==> src/rtl/core/tga_pkg.sv <==
// Types, register indexes, pixel size codes and the 5-bit scaling table.
package tga_pkg;

   localparam int CSR_INDEX_W = 2;
   localparam int CSR_DATA_W  = 32;

   localparam logic [CSR_INDEX_W-1:0] CSR_RLE_MODE        = 2'd0;
   localparam logic [CSR_INDEX_W-1:0] CSR_BYTES_PER_PIXEL = 2'd1;
   localparam logic [CSR_INDEX_W-1:0] CSR_ALPHA_PRESENT   = 2'd2;
   localparam logic [CSR_INDEX_W-1:0] CSR_PIXEL_TOTAL     = 2'd3;

   localparam logic [2:0] BPP_GRAY = 3'd1;
   localparam logic [2:0] BPP_555  = 3'd2;
   localparam logic [2:0] BPP_BGR  = 3'd3;
   localparam logic [2:0] BPP_BGRA = 3'd4;

   localparam logic [7:0] ALPHA_OPAQUE = 8'hff;

   typedef struct packed {
      logic [7:0] alpha;
      logic [7:0] blue;
      logic [7:0] green;
      logic [7:0] red;
   } rgba_type;

   // v * 255 / 31, truncated, for every 5-bit channel value.
   localparam logic [7:0] SCALE5_TABLE [32] = '{
      8'd0,   8'd8,   8'd16,  8'd24,  8'd32,  8'd41,  8'd49,  8'd57,
      8'd65,  8'd74,  8'd82,  8'd90,  8'd98,  8'd106, 8'd115, 8'd123,
      8'd131, 8'd139, 8'd148, 8'd156, 8'd164, 8'd172, 8'd180, 8'd189,
      8'd197, 8'd205, 8'd213, 8'd222, 8'd230, 8'd238, 8'd246, 8'd255
   };

   function automatic logic [7:0] scale5(input logic [4:0] v);
      return SCALE5_TABLE[v];
   endfunction

endpackage

==> src/rtl/core/tga_rle_pixel_decoder.sv <==
// A result word is registered: it is on rsp_* in the cycle after the byte that completes it is accepted.
// One byte per cycle while req_tready is high; the per-byte state update (packet header check and the
// 32-bit pixel counter add and compare) is combinational.
// A single output register parts the two sides, so req_tready stays high while it drains.
// Reset is synchronous and active high: it clears the decode state, empties the output
// register and returns the configuration registers to their defaults.
module tga_rle_pixel_decoder (
   input  logic                             clock,
   input  logic                             reset,
   input  logic                             req_tvalid,
   output logic                             req_tready,
   input  logic [7:0]                       req_tdata,   // data_byte
   output logic                             rsp_tvalid,
   input  logic                             rsp_tready,
   output logic [39:0]                      rsp_tdata,   // red, green, blue, alpha, repeat_count
   output logic                             rsp_tuser,   // overrun_error
   output logic                             rsp_tlast,   // image_complete
   input  logic                             csr_we,
   input  logic [tga_pkg::CSR_INDEX_W-1:0]  csr_index,
   input  logic [tga_pkg::CSR_DATA_W-1:0]   csr_wdata
);

   // Configuration registers.
   logic        rle_mode_ff;
   logic [2:0]  bpp_ff;
   logic        alpha_present_ff;
   logic [31:0] pixel_total_ff;

   // Decode state.
   logic        awaiting_header_ff;
   logic        packet_is_run_ff;
   logic [7:0]  packet_left_ff;
   logic [1:0]  byte_pos_ff;
   logic [23:0] held_ff;
   logic [31:0] pixels_written_ff;
   logic        stopped_ff;

   // Output register.
   logic        rsp_valid_ff;
   logic [39:0] rsp_data_ff;
   logic        rsp_error_ff;
   logic        rsp_last_ff;

   logic        req_fire;
   logic [2:0]  bpp_eff;
   logic        ignore_byte;
   logic        is_header;
   logic [7:0]  hdr_count;
   logic [31:0] pixels_remaining;
   logic        overrun;
   logic [2:0]  pos_inc;
   logic        gather;
   logic [23:0] held_in;
   logic [31:0] pixel_bytes;
   logic [7:0]  count;
   logic [7:0]  packet_left_dec;
   logic [31:0] pixels_written_in;
   logic        complete;
   logic        has_result;
   tga_pkg::rgba_type rgba;

   assign req_tready = !rsp_valid_ff || rsp_tready;
   assign req_fire   = req_tvalid && req_tready;

   always_comb begin
      if (bpp_ff == 3'd0) begin
         bpp_eff = tga_pkg::BPP_GRAY;
      end else if (bpp_ff > tga_pkg::BPP_BGRA) begin
         bpp_eff = tga_pkg::BPP_BGRA;
      end else begin
         bpp_eff = bpp_ff;
      end
   end

   assign ignore_byte      = stopped_ff || (pixels_written_ff >= pixel_total_ff);
   assign is_header        = rle_mode_ff && awaiting_header_ff;
   assign hdr_count        = {1'b0, req_tdata[6:0]} + 8'd1;
   // Only used while pixels_written is below the total, so this never wraps.
   assign pixels_remaining = pixel_total_ff - pixels_written_ff;
   assign overrun          = {24'd0, hdr_count} > pixels_remaining;

   assign pos_inc = {1'b0, byte_pos_ff} + 3'd1;
   assign gather  = pos_inc < bpp_eff;

   always_comb begin
      held_in = held_ff;
      case (byte_pos_ff)
         2'd0:    held_in[7:0]   = held_ff[7:0]   | req_tdata;
         2'd1:    held_in[15:8]  = held_ff[15:8]  | req_tdata;
         2'd2:    held_in[23:16] = held_ff[23:16] | req_tdata;
         default: held_in        = held_ff;
      endcase
   end

   // The byte that completes a pixel lands at the current position; later bytes read zero.
   always_comb begin
      pixel_bytes = 32'd0;
      case (byte_pos_ff)
         2'd0:    pixel_bytes = {24'd0, req_tdata};
         2'd1:    pixel_bytes = {16'd0, req_tdata, held_ff[7:0]};
         2'd2:    pixel_bytes = {8'd0, req_tdata, held_ff[15:0]};
         default: pixel_bytes = {req_tdata, held_ff};
      endcase
   end

   tga_pix_unpack u_unpack (
      .pixel_bytes   (pixel_bytes),
      .bpp           (bpp_eff),
      .alpha_present (alpha_present_ff),
      .rgba          (rgba)
   );

   assign packet_left_dec = packet_left_ff - 8'd1;

   always_comb begin
      if (rle_mode_ff && packet_is_run_ff) begin
         count = packet_left_ff;
      end else begin
         count = 8'd1;
      end
   end

   assign pixels_written_in = pixels_written_ff + {24'd0, count};
   assign complete          = pixels_written_in >= pixel_total_ff;
   assign has_result        = !ignore_byte && (is_header ? overrun : !gather);

   always_ff @(posedge clock) begin
      if (reset) begin
         rle_mode_ff      <= 1'b0;
         bpp_ff           <= tga_pkg::BPP_BGR;
         alpha_present_ff <= 1'b0;
         pixel_total_ff   <= 32'd0;
      end else if (csr_we) begin
         case (csr_index)
            tga_pkg::CSR_RLE_MODE:        rle_mode_ff      <= csr_wdata[0];
            tga_pkg::CSR_BYTES_PER_PIXEL: bpp_ff           <= csr_wdata[2:0];
            tga_pkg::CSR_ALPHA_PRESENT:   alpha_present_ff <= csr_wdata[0];
            tga_pkg::CSR_PIXEL_TOTAL:     pixel_total_ff   <= csr_wdata;
            default: ;
         endcase
      end
   end

   always_ff @(posedge clock) begin
      if (reset) begin
         awaiting_header_ff <= 1'b1;
         packet_is_run_ff   <= 1'b0;
         packet_left_ff     <= 8'd0;
         byte_pos_ff        <= 2'd0;
         held_ff            <= 24'd0;
         pixels_written_ff  <= 32'd0;
         stopped_ff         <= 1'b0;
      end else if (req_fire && !ignore_byte) begin
         if (is_header) begin
            if (overrun) begin
               stopped_ff <= 1'b1;
            end else begin
               packet_is_run_ff   <= req_tdata[7];
               packet_left_ff     <= hdr_count;
               awaiting_header_ff <= 1'b0;
               byte_pos_ff        <= 2'd0;
               held_ff            <= 24'd0;
            end
         end else if (gather) begin
            held_ff     <= held_in;
            byte_pos_ff <= pos_inc[1:0];
         end else begin
            held_ff           <= 24'd0;
            byte_pos_ff       <= 2'd0;
            pixels_written_ff <= pixels_written_in;
            if (rle_mode_ff) begin
               if (packet_is_run_ff) begin
                  packet_left_ff     <= 8'd0;
                  awaiting_header_ff <= 1'b1;
               end else begin
                  packet_left_ff <= packet_left_dec;
                  if (packet_left_dec == 8'd0) begin
                     awaiting_header_ff <= 1'b1;
                  end
               end
            end
         end
      end
   end

   always_ff @(posedge clock) begin
      if (reset) begin
         rsp_valid_ff <= 1'b0;
      end else if (req_fire) begin
         rsp_valid_ff <= has_result;
      end else if (rsp_tready) begin
         rsp_valid_ff <= 1'b0;
      end
   end

   always_ff @(posedge clock) begin
      if (req_fire && has_result) begin
         if (is_header) begin
            rsp_data_ff  <= 40'd0;
            rsp_error_ff <= 1'b1;
            rsp_last_ff  <= 1'b0;
         end else begin
            rsp_data_ff  <= {count, rgba.alpha, rgba.blue, rgba.green, rgba.red};
            rsp_error_ff <= 1'b0;
            rsp_last_ff  <= complete;
         end
      end
   end

   assign rsp_tvalid = rsp_valid_ff;
   assign rsp_tdata  = rsp_data_ff;
   assign rsp_tuser  = rsp_error_ff;
   assign rsp_tlast  = rsp_last_ff;

endmodule

==> src/rtl/core/tga_pix_unpack.sv <==
// Expands one gathered pixel of 1 to 4 bytes into 8-bit RGBA.
module tga_pix_unpack (
   input  logic [31:0]           pixel_bytes,   // byte 0 in the lowest bits
   input  logic [2:0]            bpp,           // already limited to 1..4
   input  logic                  alpha_present,
   output tga_pkg::rgba_type     rgba
);

   logic [7:0] b0;
   logic [7:0] b1;
   logic [7:0] b2;
   logic [7:0] b3;

   assign b0 = pixel_bytes[7:0];
   assign b1 = pixel_bytes[15:8];
   assign b2 = pixel_bytes[23:16];
   assign b3 = pixel_bytes[31:24];

   always_comb begin
      rgba.alpha = tga_pkg::ALPHA_OPAQUE;
      case (bpp)
         tga_pkg::BPP_GRAY: begin
            rgba.red   = b0;
            rgba.green = b0;
            rgba.blue  = b0;
            if (alpha_present) begin
               rgba.alpha = b0;
            end
         end
         tga_pkg::BPP_555: begin
            // Little-endian word: blue in bits 4..0, green 9..5, red 14..10.
            rgba.blue  = tga_pkg::scale5(b0[4:0]);
            rgba.green = tga_pkg::scale5({b1[1:0], b0[7:5]});
            rgba.red   = tga_pkg::scale5(b1[6:2]);
            if (alpha_present) begin
               rgba.alpha = b1[7] ? 8'd0 : tga_pkg::ALPHA_OPAQUE;
            end
         end
         default: begin
            rgba.blue  = b0;
            rgba.green = b1;
            rgba.red   = b2;
            if (alpha_present && (bpp == tga_pkg::BPP_BGRA)) begin
               rgba.alpha = b3;
            end
         end
      endcase
   end

endmodule

==> config.mk <==
export PLATFORM = sky130hd
export DESIGN_NAME = tga_rle_pixel_decoder
export DESIGN_NICKNAME = d
export VERILOG_FILES = /design/src/rtl/core/tga_pkg.sv /design/src/rtl/core/tga_rle_pixel_decoder.sv /design/src/rtl/core/tga_pix_unpack.sv
export SDC_FILE = /design/constraint.sdc
export NUM_CORES = 1
export LEC_CHECK = 0
export BUFFER_PORTS_ARGS = -buffer_cell sky130_fd_sc_hd__buf_4
export CELL_PAD_IN_SITES_DETAIL_PLACEMENT = 1
export CELL_PAD_IN_SITES_GLOBAL_PLACEMENT = 1
export CORE_AREA = 2 2 185 259
export CTS_BUF_LIST = sky130_fd_sc_hd__clkbuf_16
export DETAILED_ROUTE_END_ITERATION = 8
export DIE_AREA = 0 0 187 261
export PLACE_DENSITY_LB_ADDON = 0.1
export SYNTH_ARGS = -nofsm -noshare
export SYNTH_HDL_FRONTEND = slang
export SYNTH_HIERARCHICAL = 1
export SYNTH_SLANG_ARGS = --single-unit
export TNS_END_PERCENT = 100
==> constraint.sdc <==
create_clock -name clock -period 6.3 [get_ports clock]
set_input_delay 0.315 -clock clock [delete_from_list [all_inputs] [get_ports clock]]
set_output_delay 0.315 -clock clock [all_outputs]
set_load 0.005 [all_outputs]
After elaboration in Yosys (flattened, before gate mapping)
Memory sizes are Yosys's and may differ from the RTL's.
Index checks and enable logic that the tools add are counted.
W data, S select, Z words.
- memories: 3
- bits of input ports: 47
- ROM bits: 768
- logic and storage cells: 126
- output and inout port bits: 44
- bits in registers: 149
- eq/ne operators: 13
- multiplexer cells: 39
- reduce and logical (&&, ||, !) cells: 32
- bitwise operators: 9
- $add $sub $neg: 5
- magnitude comparators: 8
- memories (memory ; words ; bits a word ; rd ports ; clocked after Yosys merged registers in ; wr ports ; line ; source):
    (no name shown) ; 32 ; 8 ; 1 ; 0 ; 0 ; tga_pkg.sv:35 ; return SCALE5_TABLE[v];
    (no name shown) ; 32 ; 8 ; 1 ; 0 ; 0 ; tga_pkg.sv:35 ;
    (no name shown) ; 32 ; 8 ; 1 ; 0 ; 0 ; tga_pkg.sv:35 ;
- operators with widths (operator ; count):
    $mux W8 ; 19
    $pmux W32 S3 ; 1
    $mux W24 ; 3
    $ge A32 B32 Y1 ; 2
    $pmux W32 S2 ; 1
    $add A32 B8 Y32 ; 1
    $gt A8 B32 Y1 ; 1
    $sub A32 B32 Y32 ; 1
    $or A8 B8 Y8 ; 3
    $ge A6 B6 Y1 const B ; 3
    $not A5 Y6 ; 3
    $reduce_and A3 Y1 ; 6
    $mux W1 ; 10
    $reduce_and A2 Y1 ; 5
    $ne A3 B2 Y1 const B ; 3
    $add A7 B1 Y8 const B ; 1
    $logic_not A8 Y1 ; 1
    $sub A8 B1 Y8 const B ; 1
    $logic_and A1 B1 Y1 ; 7
    $eq A2 B2 Y1 const B ; 3
    $mux W2 ; 3
    $mux W3 ; 2
    $reduce_and A5 Y1 ; 1
    $eq A2 B1 Y1 const B ; 2
    15 further kinds ; 23

Longest topological paths before layout
Gate-level depths: netlist of the first run.
- depth in word-level cells: 8
- gate-level depth with buffers: 25
- gate-level depth less buffers: 24

Hierarchy
Netlist of the first run, hierarchy kept.
- by module, submodules not included (module ; area each (µm²) ; seq. area each (µm²) ; cells an instance ; instances):
    tga_rle_pixel_decoder ; 10277.4 ; 3403.3 ; 1259 ; 1
    tga_pix_unpack ; 1222.4 ; 0.0 ; 213 ; 1

Least setup slack after synthesis of the first run
OpenSTA, ideal clock, no wires.
- path kind: register to register
- from: register pixel_total_ff[0]
- to: register rsp_data_ff[0] (netlist: rsp_tdata[0]) (enable)
- path slack: 1.295 ns
- clock period less this slack: 5.005 ns
- required time: 5.904 ns
- path buffers: 0
- arrival: 4.608 ns
- setup time: 0.396 ns
- cell stages (with the launch flop): 19
- cell sequence: dfxtp_1 inv_1 ha_1 inv_1 fa_1 a21o_1 a221oi_2 xor2_1 ha_1 nand4_1 o21ai_0 a211oi_1 o2111ai_1 or4_1 nor4_1 nor4b_4 nand3_2 a21o_1 inv_1
- cells in the longest elaborated chain, start to end: 5
- elaborated cells on any way between the ends: 8
- classes of those cells: add/sub: 1; order compare: 2; mux: 1; reduce/logical: 4
- RTL lines (what ; line ; source):
    from (decl) ; tga_rle_pixel_decoder.sv:27 ; logic [31:0] pixel_total_ff;
    from (signal assigned) ; tga_rle_pixel_decoder.sv:138 ; tga_pkg::CSR_PIXEL_TOTAL: pixel_total_ff <= csr_wdata;
    $sub A32 B32 Y32 / $ge A32 B32 Y1 (equally long branches) ; tga_rle_pixel_decoder.sv:79, tga_rle_pixel_decoder.sv:75 ;
    $gt A8 B32 Y1 / $logic_or A1 B1 Y1 (equally long branches) ; tga_rle_pixel_decoder.sv:80, tga_rle_pixel_decoder.sv:75 ;
    $mux W1 / $logic_not A1 Y1 (equally long branches) ; tga_rle_pixel_decoder.sv:125 ; assign has_result = !ignore_byte && (is_header ? overrun : !gather);
    $logic_and A1 B1 Y1 * ; tga_rle_pixel_decoder.sv:125 ;
    $logic_and A1 B1 Y1 * ; tga_rle_pixel_decoder.sv:197 ; if (req_fire && has_result) begin
    to (signal assigned) ; tga_rle_pixel_decoder.sv:203 ; rsp_data_ff <= {count, rgba.alpha, rgba.blue, rgba.green, rgba.red};
    to (decl) ; tga_rle_pixel_decoder.sv:40 ; logic [39:0] rsp_data_ff;
Mark *: on every way between the ends. The rest lies on a longest branch, timed or not.
A chain may end at the register's enable or synchronous reset.

Worst setup path after layout of the first run
- from: register pixel_total_ff[0]
- to: register rsp_data_ff[26] (netlist: rsp_tdata[26]) (enable)
The elaborated chain is that of the path after synthesis.

==> results of run 1 <==
[metrics by stage]
stage | instances | util (%) | setup slack [ps] | area (um^2)
3_3_place_gp | 2097 | 27.1 | 869 | 12600
3_5_place_dp | 2097 | 27.1 | 740 | 12600
6_report | 2130 | 28.3 | 809 | 13200
4_1_cts | 2129 | 28.3 | 713 | 13200
2_1_floorplan | 1472 | - | 1300 | 11500
5_1_grt | 2129 | 28.3 | 402 | 13200
[worst min-delay path: stages]
cell and delay, ps:
sky130_fd_sc_hd__buf_4 110, sky130_fd_sc_hd__nand2_1 40, sky130_fd_sc_hd__a21oi_1 50
[report_power, final]
part	switching, mW	internal, mW	total [mW]
sequential	0.0278	1.04	1.07
clock	0.474	0.552	1.03
combinational	0.548	0.342	0.890
total	1.05	1.94	2.99
[synthesized netlist by cell type (9+ instances only)]
cell type and number:
sky130_fd_sc_hd__nand2_1 150, sky130_fd_sc_hd__a21oi_1 141, sky130_fd_sc_hd__dfxtp_1 107, sky130_fd_sc_hd__inv_1 102, sky130_fd_sc_hd__nor2_1 96, sky130_fd_sc_hd__ha_1 90, sky130_fd_sc_hd__clkbuf_1 82, sky130_fd_sc_hd__o21ai_0 70
sky130_fd_sc_hd__xnor2_1 60, sky130_fd_sc_hd__and2_1 46, sky130_fd_sc_hd__edfxtp_1 42, sky130_fd_sc_hd__a21o_1 39, sky130_fd_sc_hd__nor3_1 37, sky130_fd_sc_hd__nor2b_1 36, sky130_fd_sc_hd__a31oi_1 33, sky130_fd_sc_hd__nand3_1 30
sky130_fd_sc_hd__nand4_1 25, sky130_fd_sc_hd__nand2b_1 23, sky130_fd_sc_hd__a22o_1 22, sky130_fd_sc_hd__or3_1 22, sky130_fd_sc_hd__o21a_1 16, sky130_fd_sc_hd__mux2i_1 12, sky130_fd_sc_hd__o211ai_1 12, sky130_fd_sc_hd__buf_2 11
sky130_fd_sc_hd__o22a_1 11, sky130_fd_sc_hd__o22ai_1 11, sky130_fd_sc_hd__xor2_1 11, sky130_fd_sc_hd__and3_1 10, sky130_fd_sc_hd__o21bai_1 9
[final cells by class]
type                    instances  area share, %
repair buffers                106           6.03
clock buffers                  19           3.60
clock inverters                13          0.711
multi-input cells            1116           55.1
flip-flops and latches        149           25.8
well taps                     624           5.91
inverters                     102           2.90
diodes                          1         0.0190
[placed cells by master (no fill, tap or decap), types with 8 or more instances in the layout]
cell / count
sky130_fd_sc_hd__xnor2_1: 60
sky130_fd_sc_hd__nor3_1: 37
sky130_fd_sc_hd__o21a_1: 16
sky130_fd_sc_hd__nand3_1: 30
sky130_fd_sc_hd__o21ai_0: 70
sky130_fd_sc_hd__mux2i_1: 12
sky130_fd_sc_hd__nor2_1: 96
sky130_fd_sc_hd__ha_1: 90
sky130_fd_sc_hd__a21oi_1: 140
sky130_fd_sc_hd__edfxtp_1: 42
sky130_fd_sc_hd__o211ai_1: 12
sky130_fd_sc_hd__or3_1: 22
sky130_fd_sc_hd__clkbuf_16: 19
sky130_fd_sc_hd__nor4_1: 8
sky130_fd_sc_hd__o22a_1: 11
sky130_fd_sc_hd__o22ai_1: 11
sky130_fd_sc_hd__nand2b_1: 23
sky130_fd_sc_hd__nor2b_1: 36
sky130_fd_sc_hd__a21o_1: 39
sky130_fd_sc_hd__and3_1: 10
sky130_fd_sc_hd__o21bai_1: 9
sky130_fd_sc_hd__and2_1: 46
sky130_fd_sc_hd__dfxtp_1: 107
sky130_fd_sc_hd__nand4_1: 25
sky130_fd_sc_hd__buf_4: 106
sky130_fd_sc_hd__xor2_1: 11
sky130_fd_sc_hd__inv_1: 102
sky130_fd_sc_hd__a31oi_1: 33
sky130_fd_sc_hd__nand2_1: 150
sky130_fd_sc_hd__a22o_1: 22
[logic make-up (layout without fill, tap and decap cells)]
family / after synthesis / after routing / synth area share (%)
AO/OA/AOI/OAI: 429 / 429 / 24.1
XOR/XNOR: 71 / 71 / 5.41
adder cells (fa/ha/maj): 92 / 92 / 10.1
buffers and inverters: 207 / 240 / 7.24
flip-flops: 149 / 149 / 29.6
multiplexers: 15 / 15 / 1.34
other: 0 / 1 / 0
AND/OR/NAND/NOR: 509 / 509 / 22.2
[metal layers]
metal | global-route usage [%] | vias to the layer above | share of wire [%]
li1 | - | 5265 | -
met1 | 19.3 | 5225 | 41
met2 | 33.8 | 143 | 54
met3 | 2.09 | 57 | 1.9
met4 | 8.07 | 0 | 3.5
met5 | 0 | - | 0
[worst max-delay path by stage]
stage               depth (start not counted)  slack (ps)                          end
floorplan                                  18        1300   rsp_tdata[0]$_SDFFCE_PP0P_
finish                                     19         810  rsp_tdata[26]$_SDFFCE_PP0P_
CTS                                        19         710  rsp_tdata[30]$_SDFFCE_PP0P_
global placement                           19         870  rsp_tdata[26]$_SDFFCE_PP0P_
detailed placement                         19         740  rsp_tdata[26]$_SDFFCE_PP0P_
global route                               19         400  rsp_tdata[30]$_SDFFCE_PP0P_
[state kept, by name, summed over array words and instances, names as in the netlist, 2 cells and up]
| register | flops |
|---|---|
| rsp_tdata | 40 |
| pixel_total_ff | 32 |
| pixels_written_ff | 32 |
| held_ff | 24 |
| packet_left_ff | 8 |
| bpp_ff | 3 |
| byte_pos_ff | 2 |
==> flow_summary.html, run 1 <==
<table>
<tr><th>Metric</th><th>Value</th></tr>
<tr><th colspan="2">Floorplanning</th></tr>
<tr><td>Standard-cell rows</td><td>94</td></tr>
<tr><td>Chip Width</td><td>187 um</td></tr>
<tr><td>Die ar.</td><td>0.0488 mm^2</td></tr>
<tr><td>Core Area</td><td>0.0467 mm^2</td></tr>
<tr><td>Initial standard-cell utilization of the core</td><td>24.6%</td></tr>
<tr><td>Die span in y</td><td>261 um</td></tr>
<tr><td>Count of boundary I/O pins</td><td>91</td></tr>
<tr><th colspan="2">Logic synthesis</th></tr>
<tr><td>Area contributors post-synth</td><td>sky130_fd_sc_hd__dfxtp_1, sky130_fd_sc_hd__edfxtp_1, sky130_fd_sc_hd__ha_1</td></tr>
<tr><td>Post-synth ARST share</td><td>0%</td></tr>
<tr><td>Synthesized area per cell</td><td>7.81 um^2</td></tr>
<tr><td>Cell taking the most area after synthesis</td><td>sky130_fd_sc_hd__dfxtp_1</td></tr>
<tr><td>Yosys warning count</td><td>6</td></tr>
<tr><td>Syn Inst Count</td><td>1472</td></tr>
<tr><td>Number of nets produced by synthesis</td><td>1611</td></tr>
<tr><td>Most instantiated flip-flop cell in the synthesis netlist</td><td>sky130_fd_sc_hd__dfxtp_1</td></tr>
<tr><td>Unique cell type count in the Yosys netlist</td><td>73</td></tr>
<tr><td>Number of synthesized flops with an enable pin</td><td>42</td></tr>
<tr><td>Fraction of post-synthesis cell area in the top cell type by area</td><td>18.6%</td></tr>
<tr><td>Synth Register Bits</td><td>149</td></tr>
<tr><td>Post-synthesis cell area</td><td>0.0115 mm^2</td></tr>
<tr><td>Fraction of the yosys area taken by sequential cells</td><td>29.6%</td></tr>
<tr><th colspan="2">Detailed routing</th></tr>
<tr><td>Final routed wire length divided by cell count</td><td>19.8 um</td></tr>
<tr><td>Total DRC errors in the routed layout</td><td>0</td></tr>
<tr><td>DRT Wirelength</td><td>42.2 mm</td></tr>
<tr><td>DR pass1 iterations</td><td>5</td></tr>
<tr><td>Via density per instance</td><td>5.02</td></tr>
<tr><td>Drt first-iter violations</td><td>393</td></tr>
<tr><td>Total number of vias</td><td>10690</td></tr>
<tr><td>Number of nets still failing antenna checks after routing</td><td>0</td></tr>
<tr><th colspan="2">Setup path</th></tr>
<tr><td>Worst R2R Path Depth</td><td>19</td></tr>
<tr><td>Reg-to-reg endpoint</td><td>rsp_tdata[26]$_SDFFCE_PP0P_</td></tr>
<tr><td>Worst-path cell chain</td><td>inv_1, ha_1, inv_1, fa_1, a21o_1, a221oi_2, xor2_1, ha_1, nand4_1, o21ai_0, a211oi_1, o2111ai_1, or4_1, nor4_1, nor4b_4, nand3_2, a21o_1, inv_2, buf_4</td></tr>
<tr><td>Crit path arrival time</td><td>5660 ps</td></tr>
<tr><td>Stage delay of the slowest cell on the critical path</td><td>480 ps</td></tr>
<tr><td>Critical path capture point type</td><td>register</td></tr>
<tr><td>Largest delay share family, worst path</td><td>simple AND/OR/NAND/NOR gates</td></tr>
<tr><td>Critical-path cell with the highest stage delay</td><td>sky130_fd_sc_hd__or4_1</td></tr>
<tr><td>Startpoint of the worst register-to-register path</td><td>pixel_total_ff[0]$_SDFFE_PP0P_</td></tr>
<tr><td>Class of the most critical setup path</td><td>register to register</td></tr>
<tr><td>Crit path launch type</td><td>register</td></tr>
<tr><td>Worst EP required</td><td>6470 ps</td></tr>
<tr><td>Start point of the critical path</td><td>pixel_total_ff[0]$_SDFFE_PP0P_</td></tr>
<tr><td>Number of buffers and inverters on the critical path</td><td>4</td></tr>
<tr><td>Register-to-register setup slack</td><td>810 ps</td></tr>
<tr><td>Biggest fanout along the worst timing path</td><td>20</td></tr>
<tr><th colspan="2">GRT</th></tr>
<tr><td>Number of antenna violations at the first check in global routing</td><td>1</td></tr>
<tr><td>Via count of the first global-routing pass</td><td>11101</td></tr>
<tr><td>Largest net degree at the start of global routing</td><td>61</td></tr>
<tr><td>Global-route congestion overflow total</td><td>0</td></tr>
<tr><td>Global routing usage summed across all routing layers</td><td>17.6%</td></tr>
<tr><td>Global-route wire length before repair</td><td>66.1 mm</td></tr>
<tr><th colspan="2">Min path</th></tr>
<tr><td>Hold path start</td><td>csr_wdata[11]</td></tr>
<tr><td>Worst hold path class</td><td>primary input to register</td></tr>
<tr><td>Cell depth of the worst min-delay path</td><td>3</td></tr>
<tr><td>Worst hold path endpoint</td><td>pixel_total_ff[11]$_SDFFE_PP0P_</td></tr>
<tr><th colspan="2">Finish</th></tr>
<tr><td>Area delta synth-&gt;final</td><td>14.8%</td></tr>
<tr><td>Fill cells</td><td>5643</td></tr>
<tr><td>Total area of multi-input combinational cells</td><td>0.00727 mm^2</td></tr>
<tr><td>Final Net Count</td><td>1631</td></tr>
<tr><td>Fraction of layout instances using a drive strength above 1</td><td>10.2%</td></tr>
<tr><td>Total area of sequential cells</td><td>0.00340 mm^2</td></tr>
<tr><th colspan="2">CTS</th></tr>
<tr><td>Cts bufs inserted</td><td>17</td></tr>
<tr><td>Worst-skew pair later-pin latency</td><td>470 ps</td></tr>
<tr><td>Post-CTS setup-driven buffer insertion count</td><td>0</td></tr>
<tr><td>Master cell of the clock root buffer</td><td>sky130_fd_sc_hd__clkbuf_16</td></tr>
<tr><td>Level count of the clock H-tree</td><td>4</td></tr>
<tr><td>Sinks on Clock Net</td><td>149</td></tr>
<tr><td>CTS tree</td><td>built</td></tr>
<tr><td>Number of gates resized after CTS</td><td>0</td></tr>
<tr><td># hold bufs at CTS</td><td>0</td></tr>
<tr><td>Clock transition time at the flip-flop clock pins of the worst setup and hold paths</td><td>70 ps</td></tr>
<tr><td>Deepest clock path buffer count</td><td>2</td></tr>
<tr><th colspan="2">STA</th></tr>
<tr><td>Final Max Slew Viols</td><td>0</td></tr>
<tr><td>Setup repair after global routing missed its margin</td><td>no</td></tr>
<tr><td>Skew final</td><td>12.2 ps</td></tr>
<tr><td>Tcrit/Tclk final</td><td>87.2%</td></tr>
<tr><td>Setup violation total in the final timing report</td><td>0</td></tr>
<tr><td>Worst hold-check slack</td><td>88.5 ps</td></tr>
<tr><td>Slew at the pin closest to its max-slew limit</td><td>968 ps</td></tr>
<tr><td>Setup TNS after final layout</td><td>0 ps</td></tr>
<tr><td>Upper clock frequency limit</td><td>0.182 GHz</td></tr>
<tr><td>Hold Violations, Final</td><td>0</td></tr>
<tr><td>Rel. slew slack</td><td>35.2%</td></tr>
<tr><td>Time the final worst path needs with I/O delays and setup</td><td>5490 ps</td></tr>
<tr><th colspan="2">Placed design</th></tr>
<tr><td>Routability Congestion</td><td>0.825</td></tr>
<tr><td>Port buffer count</td><td>90</td></tr>
<tr><td>Dpl hpwl</td><td>33.0 mm</td></tr>
<tr><th colspan="2">Job</th></tr>
<tr><td>Max capacitance violation total</td><td>0</td></tr>
<tr><th colspan="2">Pwr</th></tr>
<tr><td>Total power draw</td><td>2.99 mW</td></tr>
<tr><td>Power per cell area</td><td>226 mW/mm^2</td></tr>
<tr><td>Max IR drop VDD</td><td>0.198 mV</td></tr>
<tr><td>Leakage power figure</td><td>5.18 nW</td></tr>
<tr><th colspan="2">Outcome</th></tr>
<tr><td>Run status</td><td>completed</td></tr>
</table>
(Power assumes the default switching activity.)
==> run 2, diff against run 1 <==
--- a/config.mk
+++ b/config.mk
@@ -8,10 +8,10 @@
 export BUFFER_PORTS_ARGS = -buffer_cell sky130_fd_sc_hd__buf_4
 export CELL_PAD_IN_SITES_DETAIL_PLACEMENT = 1
 export CELL_PAD_IN_SITES_GLOBAL_PLACEMENT = 1
-export CORE_AREA = 2 2 185 259
+export CORE_AREA = 2 2 139 195
 export CTS_BUF_LIST = sky130_fd_sc_hd__clkbuf_16
 export DETAILED_ROUTE_END_ITERATION = 8
-export DIE_AREA = 0 0 187 261
+export DIE_AREA = 0 0 141 197
 export PLACE_DENSITY_LB_ADDON = 0.1
 export SYNTH_ARGS = -nofsm -noshare
 export SYNTH_HDL_FRONTEND = slang
==> run 2 against run 1 <==
Sequential cell count unchanged. Critical path depth rose by 4. Highest routed layer unchanged. Cell count decreased by 14%. Worst setup slack better by 87 ps. Core utilization up 21 points. Via count rose by 0.92%.
==> flow_summary.html, run 2 (synthesized netlist as in run 1, its figures left out) <==
<table>
<tr><th>Metric</th><th>Value</th></tr>
<tr><th colspan="2">Placed design</th></tr>
<tr><td>Port buffer count</td><td>90 (unchanged)</td></tr>
<tr><td>Dpl hpwl</td><td>28.6 mm (was 33.0 mm)</td></tr>
<tr><td>Routability Congestion</td><td>0.918 (was 0.825)</td></tr>
<tr><td>Cell area after placement</td><td>0.0122 mm^2 (was 0.0126 mm^2)</td></tr>
<tr><td>Post-place setup slack</td><td>985 ps (was 740 ps)</td></tr>
<tr><td>Number of placed instances, taps included</td><td>1794 (was 2097)</td></tr>
<tr><th colspan="2">CTS</th></tr>
<tr><td>Master cell of the clock root buffer</td><td>sky130_fd_sc_hd__clkbuf_16 (unchanged)</td></tr>
<tr><td>Deepest clock path buffer count</td><td>2 (unchanged)</td></tr>
<tr><td># hold bufs at CTS</td><td>0 (unchanged)</td></tr>
<tr><td>Clock transition time at the flip-flop clock pins of the worst setup and hold paths</td><td>70 ps (about the same)</td></tr>
<tr><td>Level count of the clock H-tree</td><td>4 (unchanged)</td></tr>
<tr><td>Sinks on Clock Net</td><td>149 (unchanged)</td></tr>
<tr><td>Number of gates resized after CTS</td><td>0 (unchanged)</td></tr>
<tr><td>Post-CTS setup-driven buffer insertion count</td><td>0 (unchanged)</td></tr>
<tr><td>Worst-skew pair later-pin latency</td><td>440 ps (was 470 ps)</td></tr>
<tr><td>Cts bufs inserted</td><td>17 (unchanged)</td></tr>
<tr><td>CTS tree</td><td>built (unchanged)</td></tr>
<tr><th colspan="2">STA</th></tr>
<tr><td>Setup repair after global routing missed its margin</td><td>no (unchanged)</td></tr>
<tr><td>Rel. slew slack</td><td>31.4% (was 35.2%)</td></tr>
<tr><td>Hold Violations, Final</td><td>0 (unchanged)</td></tr>
<tr><td>Tcrit/Tclk final</td><td>85.8% (was 87.2%)</td></tr>
<tr><td>Slew at the pin closest to its max-slew limit</td><td>1030 ps (was 968 ps)</td></tr>
<tr><td>Skew final</td><td>9.83 ps (was 12.2 ps)</td></tr>
<tr><td>Time the final worst path needs with I/O delays and setup</td><td>5400 ps (was 5490 ps)</td></tr>
<tr><td>Setup violation total in the final timing report</td><td>0 (unchanged)</td></tr>
<tr><td>Final Max Slew Viols</td><td>0 (unchanged)</td></tr>
<tr><td>Setup TNS after final layout</td><td>0 ps (unchanged)</td></tr>
<tr><td>Upper clock frequency limit</td><td>0.185 GHz (was 0.182 GHz)</td></tr>
<tr><td>Least setup slack across all paths after layout</td><td>896 ps (was 809 ps)</td></tr>
<tr><th colspan="2">Finish</th></tr>
<tr><td>Most frequent standard cell in the layout excluding fill and tap cells</td><td>sky130_fd_sc_hd__nand2_1 (unchanged)</td></tr>
<tr><td>Layout Cell Area excl Fill</td><td>0.0128 mm^2 (was 0.0132 mm^2)</td></tr>
<tr><td>Area delta synth-&gt;final</td><td>11.4% (was 14.8%)</td></tr>
<tr><td>Post-layout instance count excluding filler cells</td><td>1826 (was 2130)</td></tr>
<tr><td>Fill cells</td><td>3192 (was 5643)</td></tr>
<tr><td>Final Net Count</td><td>1628 (was 1631)</td></tr>
<tr><td>Most frequent cells in the layout</td><td>sky130_fd_sc_hd__nand2_1, sky130_fd_sc_hd__a21oi_1, sky130_fd_sc_hd__dfxtp_1, sky130_fd_sc_hd__buf_4, sky130_fd_sc_hd__inv_1 (unchanged)</td></tr>
<tr><td>Fraction of layout instances using a drive strength above 1</td><td>9.79% (was 10.2%)</td></tr>
<tr><td>Number of flip-flops in the largest register</td><td>40 (unchanged)</td></tr>
<tr><td>Diodes inserted</td><td>0 (was 1)</td></tr>
<tr><th colspan="2">GRT</th></tr>
<tr><td>Via count of the first global-routing pass</td><td>10921 (was 11101)</td></tr>
<tr><td>Largest net degree at the start of global routing</td><td>91 (was 61)</td></tr>
<tr><td>Global-route wire length before repair</td><td>58.3 mm (was 66.1 mm)</td></tr>
<tr><td>Global-route congestion overflow total</td><td>0 (unchanged)</td></tr>
<tr><td>Global routing usage summed across all routing layers</td><td>26.6% (was 17.6%)</td></tr>
<tr><td>Number of antenna violations at the first check in global routing</td><td>0 (was 1)</td></tr>
<tr><th colspan="2">Pwr</th></tr>
<tr><td>Net Sw Power</td><td>1.00 mW (was 1.05 mW)</td></tr>
<tr><td>Share of total power in combinational logic</td><td>29.2% (was 29.8%)</td></tr>
<tr><td>Power share of the sequential group</td><td>36.1% (was 35.9%)</td></tr>
<tr><td>Leakage power figure</td><td>5.16 nW (was 5.18 nW)</td></tr>
<tr><td>Fraction of power spent switching nets</td><td>33.7% (was 35.1%)</td></tr>
<tr><td>Total internal power</td><td>1.97 mW (was 1.94 mW)</td></tr>
<tr><td>Clock network power share</td><td>34.7% (was 34.4%)</td></tr>
<tr><td>Power per cell area</td><td>232 mW/mm^2 (was 226 mW/mm^2)</td></tr>
<tr><td>Max IR drop VDD</td><td>0.190 mV (was 0.198 mV)</td></tr>
<tr><th colspan="2">Floorplanning</th></tr>
<tr><td>Count of boundary I/O pins</td><td>91 (unchanged)</td></tr>
<tr><td>Die ar.</td><td>0.0278 mm^2 (was 0.0488 mm^2)</td></tr>
<tr><td>Core Area</td><td>0.0260 mm^2 (was 0.0467 mm^2)</td></tr>
<tr><td>Initial standard-cell utilization of the core</td><td>44.2% (was 24.6%)</td></tr>
<tr><td>Die span in y</td><td>197 um (was 261 um)</td></tr>
<tr><td>Chip Width</td><td>141 um (was 187 um)</td></tr>
<tr><td>Standard-cell rows</td><td>70 (was 94)</td></tr>
<tr><th colspan="2">Detailed routing</th></tr>
<tr><td>Final routed wire length divided by cell count</td><td>20.4 um (was 19.8 um)</td></tr>
<tr><td>Number of nets still failing antenna checks after routing</td><td>0 (unchanged)</td></tr>
<tr><td>Total DRC errors in the routed layout</td><td>0 (unchanged)</td></tr>
<tr><td>Via density per instance</td><td>5.91 (was 5.02)</td></tr>
<tr><td>Drt first-iter violations</td><td>570 (was 393)</td></tr>
<tr><td>Total number of vias</td><td>10788 (was 10690)</td></tr>
<tr><td>DR pass1 iterations</td><td>5 (unchanged)</td></tr>
<tr><td>DRT Wirelength</td><td>37.2 mm (was 42.2 mm)</td></tr>
<tr><th colspan="2">Min path</th></tr>
<tr><td>Worst hold path class</td><td>primary input to register (unchanged)</td></tr>
<tr><th colspan="2">Setup path</th></tr>
<tr><td>Worst EP required</td><td>6480 ps (was 6470 ps)</td></tr>
<tr><td>Biggest fanout along the worst timing path</td><td>12 (was 20)</td></tr>
<tr><td>Class of the most critical setup path</td><td>register to register (unchanged)</td></tr>
<tr><td>Critical path capture point type</td><td>register (unchanged)</td></tr>
<tr><td>Crit path launch type</td><td>register (unchanged)</td></tr>
<tr><td>Crit path arrival time</td><td>5590 ps (was 5660 ps)</td></tr>
<tr><th colspan="2">Outcome</th></tr>
<tr><td>Run status</td><td>completed (unchanged)</td></tr>
<tr><th colspan="2">Job</th></tr>
<tr><td>Max capacitance violation total</td><td>0 (unchanged)</td></tr>
</table>
==> run 2: power groups by stage <==
stage	Clock (mW)	Combinational [mW]	Sequential (mW)
detailed placement	0	0.861	1.09
finish	1.03	0.868	1.07
global route	1.09	0.951	1.08
global placement	0	0.845	1.09
floorplan	0	0.606	1.09
CTS	1.06	0.867	1.07
==> run 2: worst max-delay path, cell delays in order (launching register included) <==
cell	delay, ps
sky130_fd_sc_hd__dfxtp_1	540
sky130_fd_sc_hd__nand2_1	230
sky130_fd_sc_hd__nor2_1	250
sky130_fd_sc_hd__ha_1	270
sky130_fd_sc_hd__a21o_1	160
sky130_fd_sc_hd__a21oi_1	250
sky130_fd_sc_hd__o21bai_1	110
sky130_fd_sc_hd__a21oi_1	240
sky130_fd_sc_hd__o21bai_1	130
sky130_fd_sc_hd__a21oi_1	480
sky130_fd_sc_hd__or2_2	310
sky130_fd_sc_hd__nor2_1	80
sky130_fd_sc_hd__xnor2_1	120
sky130_fd_sc_hd__ha_1	300
sky130_fd_sc_hd__a21o_1	190
sky130_fd_sc_hd__a21o_1	180
sky130_fd_sc_hd__a21o_1	180
sky130_fd_sc_hd__a21o_1	180
sky130_fd_sc_hd__a21o_1	170
sky130_fd_sc_hd__a21oi_1	140
sky130_fd_sc_hd__nor2b_1	50
sky130_fd_sc_hd__o21ai_0	250
sky130_fd_sc_hd__o21ai_0	140
sky130_fd_sc_hd__a21o_1	200
==> run 2: stage by stage <==
step                      utilization [%]  power [mW]  hold WS, ps
after detailed placement             47.0        1.95          473
final                                49.2        2.97          122
after CTS                            49.2        2.99          104
after global routing                 49.2        3.11          123
after floorplan                         -        1.69          431
after global placement               47.0        1.94          463
==> run 2: area by class of cell <==
cell class,count,area (um^2),share of cell area [%]
repair buffers,103,773,6.04
well taps,324,405,3.16
clock inverters,15,151,1.18
multi-input cells,1116,7270,56.7
clock buffers,17,425,3.32
flip-flops and latches,149,3400,26.6
inverters,102,383,2.99
==> run 2: worst paths after layout <==
| check | startpoint | end | slack [ps] | cells after the start |
|---|---|---|---|---|
| worst max-delay path | rle_mode_ff$_SDFFE_PP0P_ | rsp_tlast$_SDFFCE_PP0P_ | 900 | 23 |
| worst min-delay path | csr_wdata[7] | pixel_total_ff[7]$_SDFFE_PP0P_ | 120 | 3 |
| worst max register to register | rle_mode_ff$_SDFFE_PP0P_ | rsp_tlast$_SDFFCE_PP0P_ | 900 | 23 |
| worst min register to register | pixel_total_ff[4]$_SDFFE_PP0P_ | pixel_total_ff[4]$_SDFFE_PP0P_ | 480 | 2 |
==> run 2: metal layers <==
metal | part of all wire (%) | vias up | global-route usage, % | wire length [um]
met5 | 0 | - | 0 | 0
met3 | 2.4 | 76 | 3.23 | 901
met4 | 4.8 | 0 | 14.0 | 1800
met1 | 40 | 5256 | 29.2 | 15000
li1 | - | 5246 | - | -
met2 | 52 | 210 | 49.8 | 19500
